File: src/rtl/core/i2cms_pkg.sv
package i2cms_pkg;

	localparam int unsigned COUNT_WIDTH_DEF = 8;
	localparam int unsigned TICK_W          = 17;
	localparam logic [TICK_W-1:0] TIMEOUT_RST = 17'd100000;

	typedef enum logic [1:0] {
		ACT_BEGIN    = 2'd0,
		ACT_WRITE    = 2'd1,
		ACT_COMPLETE = 2'd2,
		ACT_TICK     = 2'd3
	} action_t;

	typedef enum logic [1:0] {
		KIND_WRITE    = 2'd0,
		KIND_READ     = 2'd1,
		KIND_WR_RD    = 2'd2,
		KIND_RESERVED = 2'd3
	} kind_t;

	typedef enum logic [3:0] {
		PH_IDLE      = 4'd0,
		PH_START     = 4'd1,
		PH_ADDR_W    = 4'd2,
		PH_NEED_DATA = 4'd3,
		PH_DATA_W    = 4'd4,
		PH_RESTART   = 4'd5,
		PH_ADDR_R    = 4'd6,
		PH_DATA_R    = 4'd7,
		PH_STOP      = 4'd8
	} phase_t;

	typedef enum logic [2:0] {
		CMD_NONE    = 3'd0,
		CMD_START   = 3'd1,
		CMD_RESTART = 3'd2,
		CMD_STOP    = 3'd3,
		CMD_SEND    = 3'd4,
		CMD_RX_ACK  = 3'd5,
		CMD_RX_NACK = 3'd6,
		CMD_RELEASE = 3'd7
	} cmd_t;

	typedef enum logic [2:0] {
		ST_OK      = 3'd0,
		ST_ARG     = 3'd1,
		ST_STATE   = 3'd2,
		ST_NACK    = 3'd3,
		ST_TIMEOUT = 3'd4
	} status_t;

	typedef enum logic {
		REG_ENABLED = 1'b0,
		REG_TIMEOUT = 1'b1
	} reg_idx_t;

	typedef struct packed {
		logic [1:0] action;
		logic [1:0] kind;
		logic [6:0] tgt_addr;
		logic [7:0] wr_count;
		logic [7:0] rd_count;
		logic [7:0] data;
		logic       nack_seen;
	} in_item_t;

	typedef struct packed {
		logic [2:0] bus_cmd;
		logic [7:0] bus_byte;
		logic       read_valid;
		logic [7:0] read_byte;
		logic       done_res;
		logic [2:0] status;
		logic       busy_res;
	} out_item_t;

endpackage

File: src/rtl/core/i2cms_if.sv
interface i2cms_in_if import i2cms_pkg::*; ();
	logic     valid;
	logic     ready;
	in_item_t item;
	modport source (output valid, output item, input ready);
	modport sink (input valid, input item, output ready);
endinterface

interface i2cms_out_if import i2cms_pkg::*; ();
	logic      valid;
	logic      ready;
	out_item_t item;
	modport source (output valid, output item, input ready);
	modport sink (input valid, input item, output ready);
endinterface

interface i2cms_cfg_if import i2cms_pkg::*; ();
	logic              valid;
	logic              ready;
	logic              index;
	logic [TICK_W-1:0] data;
	modport source (output valid, output index, output data, input ready);
	modport sink (input valid, input index, input data, output ready);
endinterface

File: src/rtl/core/i2c_master_transaction_sequencer_core.sv
// an accepted item waits in the input register s1; the single-pass sequencer
// logic between it and the result register computes the result; throughput is
// one item per cycle, set by that logic, when the result register can take it
// reset: arst_n clears the channel to idle, disabled, timeout limit 100000,
// and empties both item registers
module i2c_master_transaction_sequencer_core import i2cms_pkg::*; #(
	parameter int unsigned COUNT_WIDTH = COUNT_WIDTH_DEF
) (
	input  logic  clk,
	input  logic  arst_n,
	i2cms_in_if.sink    evt,
	i2cms_out_if.source res,
	i2cms_cfg_if.sink   cfg
);

	localparam logic [COUNT_WIDTH-1:0] CNT_ONE = COUNT_WIDTH'(1);

	// configuration registers
	logic              enabled_q;
	logic [TICK_W-1:0] timeout_limit_q;

	// input stage
	logic     valid_s1;
	in_item_t item_s1;

	// sequencer state
	phase_t            phase_q;
	kind_t             txn_kind_q;
	logic [6:0]        target_addr_q;
	logic [COUNT_WIDTH-1:0] writes_left_q;
	logic [COUNT_WIDTH-1:0] reads_left_q;
	status_t           held_error_q;
	logic [TICK_W-1:0] wait_ticks_q;

	// result register
	logic      out_valid_q;
	out_item_t out_item_q;

	// next-state values
	phase_t            phase_n;
	kind_t             txn_kind_n;
	logic [6:0]        target_addr_n;
	logic [COUNT_WIDTH-1:0] writes_left_n;
	logic [COUNT_WIDTH-1:0] reads_left_n;
	status_t           held_error_n;
	logic [TICK_W-1:0] wait_ticks_n;
	out_item_t         result;

	logic advance;

	// the s1 item moves on when the result register is empty or being drained
	assign advance   = valid_s1 && (!out_valid_q || res.ready);
	assign evt.ready = !valid_s1 || advance;
	assign cfg.ready = 1'b1;

	assign res.valid = out_valid_q;
	assign res.item  = out_item_q;

	// config writes: the host must issue them with no item in flight; not enforced
	always_ff @(posedge clk or negedge arst_n) begin
		if (!arst_n) begin
			enabled_q       <= 1'b0;
			timeout_limit_q <= TIMEOUT_RST;
		end else if (cfg.valid) begin
			unique case (reg_idx_t'(cfg.index))
				REG_ENABLED: enabled_q       <= cfg.data[0];
				REG_TIMEOUT: timeout_limit_q <= cfg.data;
				default:     enabled_q       <= enabled_q;
			endcase
		end
	end

	// input register
	always_ff @(posedge clk or negedge arst_n) begin
		if (!arst_n) begin
			valid_s1 <= 1'b0;
		end else if (evt.ready) begin
			valid_s1 <= evt.valid;
		end
	end

	always_ff @(posedge clk) begin
		if (evt.ready && evt.valid) begin
			item_s1 <= evt.item;
		end
	end

	// one pass over the event: decide the command and the next phase
	always_comb begin
		logic [COUNT_WIDTH-1:0] wl;
		logic [COUNT_WIDTH-1:0] rl;
		logic [COUNT_WIDTH-1:0] rd_dec;
		logic [TICK_W-1:0]      ticks_inc;
		kind_t                  k;
		status_t                reject;

		wl        = COUNT_WIDTH'(item_s1.wr_count);
		rl        = COUNT_WIDTH'(item_s1.rd_count);
		rd_dec    = reads_left_q - CNT_ONE;
		ticks_inc = wait_ticks_q + TICK_W'(1);
		k         = kind_t'(item_s1.kind);
		reject    = ST_OK;

		phase_n       = phase_q;
		txn_kind_n    = txn_kind_q;
		target_addr_n = target_addr_q;
		writes_left_n = writes_left_q;
		reads_left_n  = reads_left_q;
		held_error_n  = held_error_q;
		wait_ticks_n  = wait_ticks_q;
		result        = '0;

		unique case (action_t'(item_s1.action))
			ACT_BEGIN: begin
				if (phase_q == PH_IDLE) begin
					priority if (k == KIND_RESERVED) begin
						reject = ST_ARG;
					end else if (!enabled_q) begin
						reject = ST_STATE;
					end else if ((k != KIND_READ && wl == '0) ||
					             (k != KIND_WRITE && rl == '0)) begin
						reject = ST_ARG;
					end else begin
						reject = ST_OK;
					end
					if (reject != ST_OK) begin
						result.done_res = 1'b1;
						result.status   = reject;
					end else begin
						txn_kind_n     = k;
						target_addr_n  = item_s1.tgt_addr;
						writes_left_n  = (k == KIND_READ) ? '0 : wl;
						reads_left_n   = (k == KIND_WRITE) ? '0 : rl;
						held_error_n   = ST_OK;
						result.bus_cmd = CMD_START;
						phase_n        = PH_START;
						wait_ticks_n   = '0;
					end
				end
			end
			ACT_WRITE: begin
				if (phase_q == PH_NEED_DATA) begin
					writes_left_n   = writes_left_q - CNT_ONE;
					result.bus_cmd  = CMD_SEND;
					result.bus_byte = item_s1.data;
					phase_n         = PH_DATA_W;
					wait_ticks_n    = '0;
				end
			end
			ACT_COMPLETE: begin
				unique case (phase_q)
					PH_START: begin
						result.bus_cmd  = CMD_SEND;
						result.bus_byte = {target_addr_q, txn_kind_q == KIND_READ};
						phase_n         = (txn_kind_q == KIND_READ) ? PH_ADDR_R : PH_ADDR_W;
						wait_ticks_n    = '0;
					end
					PH_ADDR_W: begin
						wait_ticks_n = '0;
						if (item_s1.nack_seen) begin
							if (held_error_q == ST_OK) held_error_n = ST_NACK;
							result.bus_cmd = CMD_STOP;
							phase_n        = PH_STOP;
						end else begin
							phase_n = PH_NEED_DATA;
						end
					end
					PH_DATA_W: begin
						wait_ticks_n = '0;
						priority if (item_s1.nack_seen) begin
							if (held_error_q == ST_OK) held_error_n = ST_NACK;
							result.bus_cmd = CMD_STOP;
							phase_n        = PH_STOP;
						end else if (writes_left_q != '0) begin
							phase_n = PH_NEED_DATA;
						end else if (txn_kind_q == KIND_WR_RD) begin
							result.bus_cmd = CMD_RESTART;
							phase_n        = PH_RESTART;
						end else begin
							result.bus_cmd = CMD_STOP;
							phase_n        = PH_STOP;
						end
					end
					PH_RESTART: begin
						result.bus_cmd  = CMD_SEND;
						result.bus_byte = {target_addr_q, 1'b1};
						phase_n         = PH_ADDR_R;
						wait_ticks_n    = '0;
					end
					PH_ADDR_R: begin
						wait_ticks_n = '0;
						if (item_s1.nack_seen) begin
							if (held_error_q == ST_OK) held_error_n = ST_NACK;
							result.bus_cmd = CMD_STOP;
							phase_n        = PH_STOP;
						end else begin
							result.bus_cmd = (reads_left_q == CNT_ONE) ? CMD_RX_NACK
							                                            : CMD_RX_ACK;
							phase_n        = PH_DATA_R;
						end
					end
					PH_DATA_R: begin
						// receive completion: nack_seen has no meaning here
						result.read_valid = 1'b1;
						result.read_byte  = item_s1.data;
						reads_left_n      = rd_dec;
						wait_ticks_n      = '0;
						if (rd_dec != '0) begin
							result.bus_cmd = (rd_dec == CNT_ONE) ? CMD_RX_NACK : CMD_RX_ACK;
							phase_n        = PH_DATA_R;
						end else begin
							result.bus_cmd = CMD_STOP;
							phase_n        = PH_STOP;
						end
					end
					PH_STOP: begin
						result.bus_cmd  = CMD_RELEASE;
						result.done_res = 1'b1;
						result.status   = held_error_q;
						phase_n         = PH_IDLE;
						wait_ticks_n    = '0;
					end
					default: begin
						// idle or waiting for a write item: completion ignored
						phase_n = phase_q;
					end
				endcase
			end
			ACT_TICK: begin
				if (phase_q != PH_IDLE && phase_q != PH_NEED_DATA) begin
					if (ticks_inc < timeout_limit_q) begin
						wait_ticks_n = ticks_inc;
					end else if (phase_q == PH_STOP) begin
						// stop never completed: release with the held error, or timeout if none
						result.bus_cmd  = CMD_RELEASE;
						result.done_res = 1'b1;
						result.status   = (held_error_q == ST_OK) ? ST_TIMEOUT : held_error_q;
						phase_n         = PH_IDLE;
						wait_ticks_n    = '0;
					end else begin
						if (held_error_q == ST_OK) held_error_n = ST_TIMEOUT;
						result.bus_cmd = CMD_STOP;
						phase_n        = PH_STOP;
						wait_ticks_n   = '0;
					end
				end
			end
			default: begin
				phase_n = phase_q;
			end
		endcase

		result.busy_res = (phase_n != PH_IDLE);
	end

	// sequencer state, updated as the item leaves s1
	always_ff @(posedge clk or negedge arst_n) begin
		if (!arst_n) begin
			phase_q       <= PH_IDLE;
			txn_kind_q    <= KIND_WRITE;
			target_addr_q <= '0;
			writes_left_q <= '0;
			reads_left_q  <= '0;
			held_error_q  <= ST_OK;
			wait_ticks_q  <= '0;
		end else if (advance) begin
			phase_q       <= phase_n;
			txn_kind_q    <= txn_kind_n;
			target_addr_q <= target_addr_n;
			writes_left_q <= writes_left_n;
			reads_left_q  <= reads_left_n;
			held_error_q  <= held_error_n;
			wait_ticks_q  <= wait_ticks_n;
		end
	end

	// result register
	always_ff @(posedge clk or negedge arst_n) begin
		if (!arst_n) begin
			out_valid_q <= 1'b0;
		end else if (!out_valid_q || res.ready) begin
			out_valid_q <= valid_s1;
		end
	end

	always_ff @(posedge clk) begin
		if (advance) begin
			out_item_q <= result;
		end
	end

endmodule

File: src/flat_wrapper.sv
// flat-port wrapper written by rule: the top's interface ports become plain ports
module i2c_master_transaction_sequencer_core_flat import i2cms_pkg::*;
#(
	parameter int unsigned COUNT_WIDTH = COUNT_WIDTH_DEF
)
  (clk, arst_n, evt_valid, evt_item, evt_ready, res_valid, res_item, res_ready, cfg_valid, cfg_index, cfg_data, cfg_ready);
  i2cms_in_if evt_i ();
  i2cms_out_if res_i ();
  i2cms_cfg_if cfg_i ();
  input  logic clk;
  input  logic arst_n;
  input wire logic [$bits(evt_i.valid)-1:0] evt_valid;
  input wire logic [$bits(evt_i.item)-1:0] evt_item;
  output wire logic [$bits(evt_i.ready)-1:0] evt_ready;
  output wire logic [$bits(res_i.valid)-1:0] res_valid;
  output wire logic [$bits(res_i.item)-1:0] res_item;
  input wire logic [$bits(res_i.ready)-1:0] res_ready;
  input wire logic [$bits(cfg_i.valid)-1:0] cfg_valid;
  input wire logic [$bits(cfg_i.index)-1:0] cfg_index;
  input wire logic [$bits(cfg_i.data)-1:0] cfg_data;
  output wire logic [$bits(cfg_i.ready)-1:0] cfg_ready;
  assign evt_i.valid = evt_valid;
  assign evt_i.item = evt_item;
  assign evt_ready = evt_i.ready;
  assign res_valid = res_i.valid;
  assign res_item = res_i.item;
  assign res_i.ready = res_ready;
  assign cfg_i.valid = cfg_valid;
  assign cfg_i.index = cfg_index;
  assign cfg_i.data = cfg_data;
  assign cfg_ready = cfg_i.ready;
  i2c_master_transaction_sequencer_core #(.COUNT_WIDTH(COUNT_WIDTH)) u_core (.clk(clk), .arst_n(arst_n), .evt(evt_i), .res(res_i), .cfg(cfg_i));
endmodule
File: config.mk
export PLATFORM = sky130hd
export DESIGN_NAME = i2c_master_transaction_sequencer_core_flat
export DESIGN_NICKNAME = d
export VERILOG_FILES = /design/src/rtl/core/i2cms_pkg.sv /design/src/rtl/core/i2cms_if.sv /design/src/rtl/core/i2c_master_transaction_sequencer_core.sv /design/src/flat_wrapper.sv
export SDC_FILE = /design/constraint.sdc
export NUM_CORES = 1
export LEC_CHECK = 0
export ABC_AREA = 1
export BUFFER_PORTS_ARGS = -buffer_cell sky130_fd_sc_hd__buf_2
export CORE_UTILIZATION = 51
export DETAILED_ROUTE_END_ITERATION = 16
export PLACE_DENSITY = 0.78
export SETUP_SLACK_MARGIN = 0.15
export SYNTH_ARGS = -nofsm -noshare
export SYNTH_HDL_FRONTEND = slang
export SYNTH_SLANG_ARGS = --single-unit
File: constraint.sdc
create_clock -name clk -period 6.3 [get_ports clk]
set_clock_uncertainty 0.15 [all_clocks]
set_input_delay 0.315 -clock clk [delete_from_list [all_inputs] [get_ports clk]]
set_output_delay 0.315 -clock clk [all_outputs]
set_load 0.01 [all_outputs]
==> results of run 1 <==
==> stage by stage <==
step,power (W),hold slack (ps)
after floorplan,0.001780,-130.6
after global placement,0.001976,310.5
after detailed placement,0.001992,314.4
after CTS,0.002970,3.668
after global routing,0.003156,11.56
final,0.002963,13.13
==> worst paths after layout <==
| kind | from | endpoint | slack [ps] | cells past startpoint |
|---|---|---|---|---|
| worst max-delay path | u_core.wait_ticks_q[0]$_DFFE_PN0P_ | u_core.res.item[0]$_DFFE_PP_ | 2440 | 24 |
| worst max register to register | u_core.wait_ticks_q[0]$_DFFE_PN0P_ | u_core.res.item[0]$_DFFE_PP_ | 2440 | 24 |
| worst min-delay path | cfg_data[2] | u_core.timeout_limit_q[2]$_DFFE_PN0P_ | 10 | 3 |
| max in group asynchronous | arst_n | u_core.reads_left_q[7]$_DFFE_PN0P_ | 4960 | 3 |
| worst min register to register | u_core.item_s1[28]$_DFFE_PP_ | u_core.target_addr_q[3]$_DFFE_PN0P_ | 330 | 1 |
| min in group asynchronous | arst_n | u_core.reads_left_q[4]$_DFFE_PN0P_ | 500 | 3 |
==> Yosys cell counts (all sizes together) (7+ instances only) <==
cell type | count | area, um^2
nor2 | 100 | 420.4
o21ai | 33 | 165.2
nor3 | 9 | 56.31
mux2 | 8 | 90.09
dfrtp | 63 | 1577
clkbuf | 10 | 37.54
ha | 28 | 350.3
xnor2 | 7 | 61.31
a21oi | 47 | 235.2
edfxtp | 61 | 1832
xor2 | 13 | 113.9
nand2 | 232 | 878.3
inv | 109 | 409.1
nand3 | 40 | 210.2
a31oi | 11 | 68.82
==> per-layer routing <==
metal | share of wire | vias to the layer above
met5 | 0 | -
met4 | 0.020 | 0
met3 | 0.049 | 23
met2 | 0.50 | 177
met1 | 0.43 | 2623
li1 | - | 2870
==> sequential cells by signal, summed over array words and instances, names as in the netlist <==
signal,flops
u_core.item_s1,36
u_core.res.item,25
u_core.timeout_limit_q,17
u_core.wait_ticks_q,17
u_core.reads_left_q,8
u_core.writes_left_q,8
u_core.target_addr_q,7
u_core.phase_q,4
u_core.held_error_q,3
u_core.txn_kind_q,2
u_core.enabled_q,1
u_core.res.valid,1
u_core.valid_s1,1
==> layout make-up <==
type	count	area, um^2
multi-input combinational	547	2788
clock inverter	15	146.4
tap	172	215.2
clock buffer	17	425.4
fill	1015	4350
sequential	130	3566
timing repair buffer	140	968.4
inverter	111	416.7
==> layout by cell type (no fill, tap or decap), drive strengths merged <==
| cell type | count |
|---|---|
| nor4 | 1 |
| nor2 | 100 |
| o31ai | 2 |
| xor2 | 13 |
| dlygate4sd3 | 52 |
| nor3 | 9 |
| or2 | 3 |
| nand3 | 40 |
| mux2 | 8 |
| a22oi | 1 |
| xnor2 | 7 |
| conb | 1 |
| nand2 | 232 |
| edfxtp | 61 |
| dfrtp | 63 |
| clkbuf | 17 |
| a31oi | 11 |
| o22ai | 2 |
| o21ai | 33 |
| dfstp | 6 |
| a21oi | 47 |
| and3 | 2 |
| ha | 28 |
| nand3b | 1 |
| inv | 117 |
| buf | 88 |
| bufinv | 1 |
| clkinvlp | 2 |
| nand4 | 5 |
| clkinv | 6 |
| a21o | 1 |
==> where the power goes <==
group          switching, W  leakage, nW  internal, W  total, W
Clock              0.000391        0.277     0.000553  0.000944
Combinational      0.000515         2.48     0.000309  0.000824
Sequential         0.000128         1.45      0.00107   0.00120
Total               0.00103         4.21      0.00193   0.00296
==> critical path: stages (launching register included) <==
cell and delay [ps]:
dfrtp_1 390, ha_1 200, nand3_1 120, nor3_1 280, nand2_1 80, nor2_1 170
inv_1 90, nor2_2 170, nand4_1 120, xor2_1 150, inv_1 70, ha_1 300
nand2_1 60, inv_1 60, nand3_1 80, nor2_1 170, nand3b_1 120, nand3_1 270
nand2_1 130, nand2_1 80, nand3_1 70, nand2_1 70, nand2_1 70, nor2_1 100
nand2_1 50
==> kinds of logic (layout without fill, tap and decap cells) <==
kind of cell               count (synthesis)  after routing  share of synthesized area
and+or+nand+nor                          393            393                     0.2420
other                                      1              1                  0.0005479
adders and majority gates                 28             28                    0.05119
xor gates and xnor gates                  20             20                    0.02559
DFF                                      130            130                     0.5210
buffers and inverters                    126            283                    0.07166
AOI/OAI and AO/OA                         97             97                    0.07477
muxes                                      8              8                    0.01316
==> impl_metrics.prom, run 1 <==
# TYPE chip_impl_metric gauge
chip_impl_info{name="outcome",value="finished clean"} 1
chip_impl_metric{name="postRouteWirelength",unit="mm"} 15.21
chip_impl_metric{name="setup-tns-final",unit="ps"} 0
chip_impl_metric{name="netlist_instances",unit=""} 803
chip_impl_metric{name="clk_pin_slew",unit="ps"} 60
chip_impl_info{name="hold_class",value="in2reg"} 1
chip_impl_metric{name="ir_worst_vdd",unit="mV"} 0.3396
chip_impl_metric{name="design.final.nets",unit=""} 1034
chip_impl_info{name="rsz0062_at_grt",value="no"} 1
chip_impl_metric{name="drv_slew",unit=""} 0
chip_impl_metric{name="placedInstanceArea",unit="um^2"} 7433
chip_impl_metric{name="globalRouteMet3Util",unit=""} 0.05378
chip_impl_metric{name="clockBufferDepth",unit=""} 2
chip_impl_metric{name="floorplan.die.width",unit="um"} 117.8
chip_impl_metric{name="synth.avg_cell_area",unit="um^2"} 8.523
chip_impl_metric{name="dr_total_vias",unit=""} 5693
chip_impl_metric{name="tritoncts_sink_count",unit=""} 130
chip_impl_metric{name="synth_area",unit="um^2"} 6844
chip_impl_metric{name="num_io_pins",unit=""} 87
chip_impl_metric{name="timing_hold_violations_final",unit=""} 0
chip_impl_metric{name="antenna_found_initial",unit=""} 0
chip_impl_metric{name="global_route.usage.met1",unit=""} 0.2961
chip_impl_metric{name="via_per_inst",unit=""} 5.029
chip_impl_metric{name="detailedPlace.worstSlack",unit="ps"} 2457
chip_impl_info{name="yosys_most_used_dff",value="dfrtp_1"} 1
chip_impl_metric{name="finish.utilization",unit=""} 0.6621
chip_impl_metric{name="worst-endpoint-required",unit="ps"} 6330
chip_impl_metric{name="crit_path_max_fanout",unit=""} 7
chip_impl_metric{name="synth_warnings",unit=""} 0
chip_impl_metric{name="worstMarginPinSlew",unit="ps"} 975.0
chip_impl_info{name="clockRootBuffer",value="clkbuf_16"} 1
chip_impl_metric{name="drc_errors",unit=""} 0
chip_impl_metric{name="fin_cells",unit=""} 1132
chip_impl_metric{name="core.rowCount",unit=""} 41
chip_impl_metric{name="chipHeight",unit="um"} 117.8
chip_impl_info{name="critical_path.endpoint_type",value="register"} 1
chip_impl_info{name="grt.busiest_layer",value="met2"} 1
chip_impl_metric{name="portBuffers",unit=""} 85
chip_impl_metric{name="total_leakage_power",unit="nW"} 4.210
chip_impl_metric{name="groute.usage.overall",unit=""} 0.2404
chip_impl_metric{name="synth_edf_count",unit=""} 61
chip_impl_metric{name="initial_core_util",unit=""} 0.5315
chip_impl_metric{name="synth.yosys.seq_area_share",unit=""} 0.5210
chip_impl_metric{name="ys_async_sr_fraction",unit=""} 0.5308
chip_impl_metric{name="clk-insertion-delay-late",unit="ps"} 430
chip_impl_info{name="crit_path_start_kind",value="register"} 1
chip_impl_metric{name="cp.arrival",unit="ps"} 3880
chip_impl_metric{name="finish.instance_area",unit="um^2"} 8526
chip_impl_metric{name="final_period_minus_worst_setup_slack",unit="ps"} 3857
chip_impl_metric{name="ys_ff_latch",unit=""} 130
chip_impl_metric{name="routed_wire_length_per_instance",unit="um"} 13.44
chip_impl_metric{name="postRouteAntennaNets",unit=""} 0
chip_impl_metric{name="antenna_cells_inserted",unit=""} 0
chip_impl_metric{name="power_density",unit="nW/um^2"} 347.6
chip_impl_metric{name="cts_setup_buffers",unit=""} 0
chip_impl_metric{name="share_of_final_layout_standard_cells_stronger_than_drive_strength_1",unit=""} 0.1729
chip_impl_metric{name="first_iter_violations",unit=""} 398
chip_impl_metric{name="relSlewSlack",unit=""} 0.3484
chip_impl_metric{name="post_cts_hold_buffer_count",unit=""} 52
chip_impl_metric{name="final.setup.worst_slack",unit="ps"} 2443
chip_impl_metric{name="area.growth.synth_to_final",unit="%"} 24.57
chip_impl_info{name="worst-setup-path-type",value="reg2reg"} 1
chip_impl_metric{name="first_pass_grt_wire_length",unit="mm"} 26.19
chip_impl_info{name="cts_tree",value="done"} 1
chip_impl_metric{name="clock_tree.htree_level_count",unit=""} 4
chip_impl_metric{name="finalSetupViolCount",unit=""} 0
chip_impl_metric{name="synth.net_count",unit=""} 890
chip_impl_metric{name="first_global_vias",unit=""} 5528
chip_impl_metric{name="layout_worst_path_cycle_share",unit=""} 0.6122
chip_impl_metric{name="placeableCoreArea",unit="um^2"} 12880
chip_impl_metric{name="grt_overflow_total",unit=""} 0
chip_impl_metric{name="dp_hpwl",unit="mm"} 10.35
chip_impl_metric{name="synth.lib_cells_used.distinct",unit=""} 38
chip_impl_metric{name="groute.layer.met2.usage",unit=""} 0.4077
chip_impl_metric{name="grt_start_max_net_pins",unit=""} 70
chip_impl_metric{name="iteration_count_of_the_initial_detailed_routing_pass",unit=""} 4
chip_impl_metric{name="fp.dieArea",unit="um^2"} 13890
chip_impl_metric{name="numPlacedInstances",unit=""} 1048
chip_impl_metric{name="cts_resized",unit=""} 0
chip_impl_metric{name="achievable-frequency",unit="GHz"} 0.2593
chip_impl_metric{name="max-cap-violations",unit=""} 0
chip_impl_metric{name="gp_congestion",unit=""} 0.9164
chip_impl_metric{name="tritoncts.num_buffers",unit=""} 17
Note: power is estimated with default switching activity, not from simulation.
==> inputs of run 2 (changes only) <==
- ABC_AREA: 1 -> 0
- clock period: 6.3 -> 3.9 ns (I/O delays scaled with it)
==> impl_metrics.prom, run 2 <==
# TYPE chip_impl_metric gauge
chip_impl_info{name="outcome",value="finished clean"} 1
chip_impl_metric{name="placeableCoreArea",unit="um^2"} 13190
chip_impl_metric{name="floorplan.die.width",unit="um"} 118.3
chip_impl_info{name="cts_tree",value="done"} 1
chip_impl_metric{name="tritoncts.num_buffers",unit=""} 17
chip_impl_metric{name="initial_core_util",unit=""} 0.5226
chip_impl_metric{name="worst-endpoint-required",unit="ps"} 3920
chip_impl_metric{name="clockBufferDepth",unit=""} 2
chip_impl_info{name="min_from",value="cfg_valid"} 1
chip_impl_metric{name="timing_hold_violations_final",unit=""} 0
chip_impl_metric{name="synth_warnings",unit=""} 0
chip_impl_metric{name="pwr-share-clk",unit=""} 0.335
chip_impl_metric{name="share_of_final_layout_standard_cells_stronger_than_drive_strength_1",unit=""} 0.2431
chip_impl_metric{name="reg2regPathDepth",unit=""} 14
chip_impl_metric{name="crit_path_max_fanout",unit=""} 5
chip_impl_metric{name="max-cap-violations",unit=""} 0
chip_impl_info{name="synth_top_cells_by_count",value="dfrtp_1, edfxtp_1, nand2_1"} 1
chip_impl_metric{name="first_global_vias",unit=""} 5669
chip_impl_metric{name="iteration_count_of_the_initial_detailed_routing_pass",unit=""} 5
chip_impl_metric{name="slowest_delay",unit="ps"} 430
chip_impl_metric{name="grt_overflow_total",unit=""} 0
chip_impl_info{name="worst_hold_path.endpoint",value="u_core.enabled_q$_DFFE_PN0P_"} 1
chip_impl_metric{name="groute.usage.overall",unit=""} 0.2491
chip_impl_info{name="synth_top_cell_by_area",value="edfxtp_1"} 1
chip_impl_info{name="clockRootBuffer",value="clkbuf_16"} 1
chip_impl_metric{name="synth_edf_count",unit=""} 61
chip_impl_metric{name="total_leakage_power",unit="nW"} 3.735
chip_impl_metric{name="area.growth.synth_to_final",unit="%"} 26.50
chip_impl_metric{name="synth.net_count",unit=""} 720
chip_impl_info{name="synth.most_common_cell",value="dfrtp_1"} 1
chip_impl_metric{name="routed_wire_length_per_instance",unit="um"} 16.76
chip_impl_metric{name="synth_area",unit="um^2"} 6893
chip_impl_info{name="worst-setup-path-type",value="reg2reg"} 1
chip_impl_info{name="most_flop_heavy_register",value="u_core.item_s1"} 1
chip_impl_metric{name="first_iter_violations",unit=""} 524
chip_impl_metric{name="postRouteWirelength",unit="mm"} 16.32
chip_impl_metric{name="p_int",unit="W"} 0.003074
chip_impl_info{name="reg2reg_from",value="u_core.wait_ticks_q[1]$_DFFE_PN0P_"} 1
chip_impl_metric{name="ys_async_sr_fraction",unit=""} 0.5308
chip_impl_metric{name="largest_register_ff_count",unit=""} 36
chip_impl_metric{name="antenna_found_initial",unit=""} 0
chip_impl_metric{name="switchingPower",unit="W"} 0.001420
chip_impl_metric{name="clk_pin_slew",unit="ps"} 50
chip_impl_metric{name="synth.avg_cell_area",unit="um^2"} 10.89
chip_impl_metric{name="netlist_instances",unit=""} 633
chip_impl_info{name="most-common-layout-cells",value="buf_2, dfrtp_1, edfxtp_1"} 1
chip_impl_metric{name="p_comb_frac",unit=""} 0.240
chip_impl_metric{name="layout_worst_path_cycle_share",unit=""} 0.9051
chip_impl_metric{name="drc_errors",unit=""} 0
chip_impl_metric{name="worstMarginPinSlew",unit="ps"} 923.6
chip_impl_metric{name="synth.lib_cells_used.distinct",unit=""} 73
chip_impl_metric{name="final_period_minus_worst_setup_slack",unit="ps"} 3530
chip_impl_metric{name="worst-path-buf-inv",unit=""} 0
chip_impl_metric{name="tritoncts_sink_count",unit=""} 130
chip_impl_info{name="yosys_most_used_dff",value="dfrtp_1"} 1
chip_impl_metric{name="clock_tree.htree_level_count",unit=""} 4
chip_impl_metric{name="n_fill_cell",unit=""} 980
chip_impl_metric{name="finalSetupViolCount",unit=""} 0
chip_impl_metric{name="num_io_pins",unit=""} 87
chip_impl_metric{name="via_per_inst",unit=""} 5.722
chip_impl_metric{name="portBuffers",unit=""} 85
chip_impl_metric{name="antenna_cells_inserted",unit=""} 0
chip_impl_info{name="rsz0062_at_grt",value="no"} 1
chip_impl_info{name="critical-path-top-delay-family",value="simple AND/OR/NAND/NOR gates"} 1
chip_impl_info{name="final_common_cell",value="buf_2"} 1
chip_impl_metric{name="synth_top_area_frac",unit=""} 0.2657
chip_impl_info{name="cpMaxStageDelayCell",value="dfrtp_1"} 1
chip_impl_metric{name="fp.dieArea",unit="um^2"} 13980
chip_impl_metric{name="drv_slew",unit=""} 0
chip_impl_info{name="post_synth_main_area_contributors",value="edfxtp_1, dfrtp_1, ha_1, mux2_2, o21ai_0"} 1
chip_impl_metric{name="worstHoldPathCells",unit=""} 3
chip_impl_metric{name="cp.arrival",unit="ps"} 3550
chip_impl_info{name="hold_class",value="in2reg"} 1
chip_impl_metric{name="first_pass_grt_wire_length",unit="mm"} 27.39
chip_impl_metric{name="p_sw_frac",unit=""} 0.3160
chip_impl_metric{name="ir_worst_vdd",unit="mV"} 0.4041
chip_impl_metric{name="synth.yosys.seq_area_share",unit=""} 0.5173
chip_impl_info{name="crit-reg2reg-capture",value="u_core.res.item[1]$_DFFE_PP_"} 1
chip_impl_metric{name="fin_worst_hold_slack",unit="ps"} 67.80
chip_impl_info{name="cp_cell_sequence",value="nand2_1, nor3_4, and3_1, nand3_2, nor2_1, xnor2_1, ha_1, o21ai_0, nor2_2, a211oi_2, a22oi_2, nor3b_2, o21a_1, a22o_1"} 1
chip_impl_metric{name="clk-insertion-delay-late",unit="ps"} 420
chip_impl_info{name="crit_path_start",value="u_core.wait_ticks_q[1]$_DFFE_PN0P_"} 1
chip_impl_metric{name="gp_congestion",unit=""} 0.9406
chip_impl_metric{name="power_density",unit="nW/um^2"} 515.4
chip_impl_info{name="crit_path_start_kind",value="register"} 1
chip_impl_metric{name="r2r_slack",unit="ps"} 370
chip_impl_metric{name="chipHeight",unit="um"} 118.3
chip_impl_metric{name="dr_total_vias",unit=""} 5573
chip_impl_metric{name="achievable-frequency",unit="GHz"} 0.2833
chip_impl_metric{name="grt_start_max_net_pins",unit=""} 39
chip_impl_metric{name="core.rowCount",unit=""} 42
chip_impl_metric{name="ys_ff_latch",unit=""} 130
chip_impl_metric{name="design.final.nets",unit=""} 872
chip_impl_metric{name="setup-tns-final",unit="ps"} 0
chip_impl_info{name="critical_path.endpoint_type",value="register"} 1
chip_impl_metric{name="dp_hpwl",unit="mm"} 10.82
chip_impl_metric{name="relSlewSlack",unit=""} 0.3809
chip_impl_metric{name="postRouteAntennaNets",unit=""} 0
chip_impl_metric{name="seq_power_share",unit=""} 0.425
-- run 2: cell families (layout without fill, tap and decap cells) --
| family | count (synthesis) | after routing | synth area share |
|---|---|---|---|
| DFF | 130 | 130 | 0.5173 |
| adders and majority gates | 28 | 28 | 0.05083 |
| other | 1 | 1 | 0.0005440 |
| AOI/OAI and AO/OA | 156 | 156 | 0.1561 |
| buffers and inverters | 61 | 226 | 0.03866 |
| xor gates and xnor gates | 16 | 16 | 0.02033 |
| and+or+nand+nor | 213 | 213 | 0.1706 |
| muxes | 28 | 28 | 0.04556 |
-- run 2: area by class of cell --
| cell class | instances | area (um^2) | area share |
|---|---|---|---|
| clock inverters | 10 | 113.9 | 0.01306 |
| multi-input cells | 442 | 3127 | 0.3586 |
| inverters | 38 | 142.6 | 0.01636 |
| well taps | 176 | 220.2 | 0.02525 |
| flip-flops and latches | 130 | 3568 | 0.4092 |
| repair buffers | 156 | 1104 | 0.1266 |
| clock buffers | 22 | 444.2 | 0.05094 |
-- run 2: worst min-delay path, stage by stage --
cell and delay (ps):
buf_2 80, nor2b_1 150, mux2_2 170
-- run 2: how the worst max path moves through the flow --
stage / endpoint / slack [ps] / cells after the start
6_report: u_core.res.item[1]$_DFFE_PP_ / 370 / 14
5_1_grt: u_core.res.item[1]$_DFFE_PP_ / 160 / 15
4_1_cts: u_core.res.item[1]$_DFFE_PP_ / 170 / 15
3_5_place_dp: u_core.res.item[1]$_DFFE_PP_ / 120 / 15
3_3_place_gp: u_core.res.item[1]$_DFFE_PP_ / 280 / 15
2_1_floorplan: u_core.res.item[0]$_DFFE_PP_ / 400 / 15
-- run 2: per-layer routing --
| layer | up-vias | part of all wire | track usage |
|---|---|---|---|
| met2 | 207 | 0.52 | 0.4301 |
| met5 | - | 0 | 0 |
| li1 | 2626 | - | - |
| met1 | 2710 | 0.40 | 0.3005 |
| met3 | 30 | 0.058 | 0.05936 |
| met4 | 0 | 0.022 | 0.09535 |
-- run 2: power groups by stage --
stage / Sequential [W] / Combinational [W] / Clock [W]
2_1_floorplan: 0.00183 / 0.000791 / 0
3_3_place_gp: 0.00191 / 0.000960 / 0
3_5_place_dp: 0.00192 / 0.000999 / 0
4_1_cts: 0.00190 / 0.00105 / 0.00152
5_1_grt: 0.00194 / 0.00121 / 0.00159
6_report: 0.00191 / 0.00108 / 0.00151
-- run 2: stage by stage --
step,cells,setup WS [ps],total power (W),cell area [um^2],utilization
after floorplan,633,403.5,0.002616,6893,-
after global placement,878,282.2,0.002866,7467,0.5661
after detailed placement,878,117.1,0.002918,7467,0.5661
after CTS,972,167.7,0.004475,8638,0.6549
after global routing,974,161.5,0.004738,8720,0.6611
final,974,370.1,0.004494,8720,0.6611
-- run 2: repair_timing --
| item | 4_1_cts | 5_1_grt |
|---|---|---|
| hold buffers | 58 | 0 |
| endpoints found under the hold margin | 87 | 0 |
| pin swaps | 2 | 3 |
| resized for setup | 1 | 13 |
| setup buffers | 4 | 2 |
| endpoints found under the setup margin | 1 | 32 |
==> inputs of run 3 (changes only) <==
- CAP_MARGIN: not set -> 20
- clock period: 3.9 -> 3.4 ns (I/O delays scaled with it)
==> impl_metrics.prom, run 3 (synthesis results as in run 2) <==
# TYPE chip_impl_metric gauge
chip_impl_info{name="outcome",value="finished with violations"} 1
chip_impl_info{name="violated_checks",value="negative setup slack"} 1
chip_impl_metric{name="relSlewSlack",unit=""} 0.3804
chip_impl_metric{name="reg2regPathDepth",unit=""} 14
chip_impl_metric{name="dr_total_vias",unit=""} 5645
chip_impl_info{name="hold_class",value="in2async"} 1
chip_impl_info{name="crit_path_start",value="u_core.wait_ticks_q[4]$_DFFE_PN0P_"} 1
chip_impl_info{name="critical-path-top-delay-family",value="simple AND/OR/NAND/NOR gates"} 1
chip_impl_metric{name="n_fill_cell",unit=""} 968
chip_impl_metric{name="max-cap-violations",unit=""} 0
chip_impl_metric{name="setup-tns-final",unit="ps"} -20.98
chip_impl_metric{name="layout_worst_path_cycle_share",unit=""} 1.005
chip_impl_metric{name="met2_wirelength",unit="mm"} 9.105
chip_impl_metric{name="cp.arrival",unit="ps"} 3430
chip_impl_metric{name="gp_congestion",unit=""} 0.8915
chip_impl_metric{name="achievable-frequency",unit="GHz"} 0.2928
chip_impl_info{name="rsz0062_at_grt",value="yes"} 1
chip_impl_info{name="clockRootBuffer",value="clkbuf_16"} 1
chip_impl_metric{name="r2r_slack",unit="ps"} -20
chip_impl_metric{name="total_power",unit="W"} 0.005187
chip_impl_info{name="cpMaxStageDelayCell",value="dfrtp_1"} 1
chip_impl_info{name="worst-setup-path-type",value="reg2reg"} 1
chip_impl_metric{name="share_of_final_layout_standard_cells_stronger_than_drive_strength_1",unit=""} 0.2840
chip_impl_metric{name="placedInstanceArea",unit="um^2"} 7629
chip_impl_metric{name="drv_slew",unit=""} 0
chip_impl_info{name="cts_tree",value="done"} 1
chip_impl_metric{name="initial_core_util",unit=""} 0.5226
chip_impl_metric{name="area.growth.synth_to_final",unit="%"} 29.62
chip_impl_metric{name="fin_cells",unit=""} 993
chip_impl_metric{name="clockBufferDepth",unit=""} 2
chip_impl_metric{name="antenna_found_initial",unit=""} 0
chip_impl_metric{name="worstMarginPinSlew",unit="ps"} 920.8
chip_impl_metric{name="clk-insertion-delay-late",unit="ps"} 420
chip_impl_info{name="final_common_cell",value="buf_2"} 1
chip_impl_metric{name="fp.dieArea",unit="um^2"} 13980
chip_impl_metric{name="total_leakage_power",unit="nW"} 3.857
chip_impl_metric{name="final.setup.worst_slack",unit="ps"} -15.67
chip_impl_metric{name="grt_start_max_net_pins",unit=""} 37
chip_impl_metric{name="portBuffers",unit=""} 85
chip_impl_metric{name="iteration_count_of_the_initial_detailed_routing_pass",unit=""} 5
chip_impl_metric{name="groute.usage.overall",unit=""} 0.2615
chip_impl_metric{name="drc_errors",unit=""} 0
chip_impl_metric{name="final_period_minus_worst_setup_slack",unit="ps"} 3416
chip_impl_metric{name="dp_hpwl",unit="mm"} 11.15
chip_impl_metric{name="power_density",unit="nW/um^2"} 580.5
chip_impl_metric{name="tritoncts.num_buffers",unit=""} 17
chip_impl_metric{name="numPlacedInstances",unit=""} 891
chip_impl_metric{name="antenna_cells_inserted",unit=""} 0
chip_impl_metric{name="routed_wire_length_per_instance",unit="um"} 17.44
chip_impl_metric{name="core.rowCount",unit=""} 42
chip_impl_info{name="most_flop_heavy_register",value="u_core.item_s1"} 1
chip_impl_info{name="most-common-layout-cells",value="buf_2, edfxtp_1, dlygate4sd3_1"} 1
chip_impl_metric{name="first_pass_grt_wire_length",unit="mm"} 28.18
chip_impl_metric{name="worst-path-buf-inv",unit=""} 0
chip_impl_metric{name="slowest_delay",unit="ps"} 420
chip_impl_metric{name="largest_register_ff_count",unit=""} 36
chip_impl_metric{name="clk_pin_slew",unit="ps"} 60
chip_impl_metric{name="num_io_pins",unit=""} 87
chip_impl_metric{name="via_per_inst",unit=""} 5.685
chip_impl_metric{name="met3RoutedLength",unit="um"} 875
chip_impl_metric{name="first_iter_violations",unit=""} 516
chip_impl_metric{name="detailedPlace.worstSlack",unit="ps"} -50.60
chip_impl_info{name="critical_path.endpoint_type",value="register"} 1
chip_impl_metric{name="ir_worst_vdd",unit="mV"} 0.4551
chip_impl_metric{name="chipHeight",unit="um"} 118.3
chip_impl_metric{name="floorplan.die.width",unit="um"} 118.3
chip_impl_metric{name="first_global_vias",unit=""} 5770
chip_impl_metric{name="grt_overflow_total",unit=""} 0
chip_impl_metric{name="placeableCoreArea",unit="um^2"} 13190
chip_impl_info{name="top_layer",value="met4"} 1
chip_impl_metric{name="postRouteAntennaNets",unit=""} 0
chip_impl_metric{name="finalSetupViolCount",unit=""} 2
chip_impl_metric{name="worst-endpoint-required",unit="ps"} 3420
chip_impl_info{name="crit_path_start_kind",value="register"} 1
chip_impl_metric{name="postRouteWirelength",unit="mm"} 17.32
chip_impl_metric{name="design.final.nets",unit=""} 891
chip_impl_info{name="cp_cell_sequence",value="nand3_4, nor3_4, and3_4, and2_4, nand4_1, xnor2_2, ha_1, a211oi_2, nor2_1, a211oi_2, a22oi_2, nor3b_4, o21a_1, a22o_1"} 1
chip_impl_metric{name="timing_hold_violations_final",unit=""} 0
chip_impl_metric{name="crit_path_max_fanout",unit=""} 6
chip_impl_info{name="critical_path.most_common_cell",value="a211oi_2"} 1
chip_impl_metric{name="clock_tree.htree_level_count",unit=""} 4
chip_impl_info{name="crit-reg2reg-capture",value="u_core.res.item[1]$_DFFE_PP_"} 1
chip_impl_info{name="reg2reg_from",value="u_core.wait_ticks_q[4]$_DFFE_PN0P_"} 1
chip_impl_metric{name="tritoncts_sink_count",unit=""} 130
chip_impl_metric{name="finish.instance_area",unit="um^2"} 8935
chip_impl_metric{name="drt_met1_wl",unit="mm"} 6.964
run 3: changes by cell type in the layout (fill, tap and decap cells not counted), sizes merged:
cell	previous run	this run
buf	98	115
bufinv	2	1
clkbuf	22	20
clkinv	6	4
clkinvlp	2	6
dlygate4sd3	58	59
inv	38	39
or2	2	3
run 3: per-layer routing:
metal	vias to the layer above	track usage
li1	2683	-
met1	2727	0.3055
met2	203	0.4526
met3	32	0.06853
met4	0	0.1122
met5	-	0
run 3: repair_timing:
| item | 4_1_cts | 5_1_grt |
|---|---|---|
| hold endpoints to repair | 83 | 0 |
| pin swaps | 10 | 6 |
| setup endpoints to repair | 21 | 32 |
| cloned | 0 | 1 |
| hold buffers | 59 | 0 |
| gates resized for setup | 6 | 22 |
| buffers inserted | 7 | 3 |
run 3: per-stage QoR:
step,util,hold slack (ps)
after floorplan,-,-275.6
after global placement,0.5784,121.1
after detailed placement,0.5784,131.9
after CTS,0.6702,223.0
after global routing,0.6774,262.6
final,0.6774,200.4
run 3: cell type report:
class | count | area [um^2] | area share
clock inverters | 12 | 110.1 | 0.01232
multi-input cells | 443 | 3207 | 0.3589
repair buffers | 174 | 1245 | 0.1393
well taps | 176 | 220.2 | 0.02465
inverters | 38 | 142.6 | 0.01596
clock buffers | 20 | 436.7 | 0.04887
flip-flops and latches | 130 | 3573 | 0.3999
run 3: how the worst max path moves through the flow:
stage	end	slack, ps	cells past startpoint
6_report	u_core.res.item[1]$_DFFE_PP_	-20	14
3_5_place_dp	u_core.res.item[1]$_DFFE_PP_	-50	15
4_1_cts	u_core.res.item[1]$_DFFE_PP_	50	15
3_3_place_gp	u_core.res.item[1]$_DFFE_PP_	70	15
2_1_floorplan	u_core.res.item[1]$_DFFE_PP_	160	15
5_1_grt	u_core.res.item[1]$_DFFE_PP_	-160	15
run 3: where the power goes:
| part | switching (W) | leakage, nW | internal, W | total [W] |
|---|---|---|---|---|
| Sequential | 0.000281 | 1.46 | 0.00191 | 0.00219 |
| Clock | 0.000682 | 0.246 | 0.00100 | 0.00168 |
| Combinational | 0.000732 | 2.15 | 0.000579 | 0.00131 |
| Total | 0.00170 | 3.86 | 0.00349 | 0.00519 |
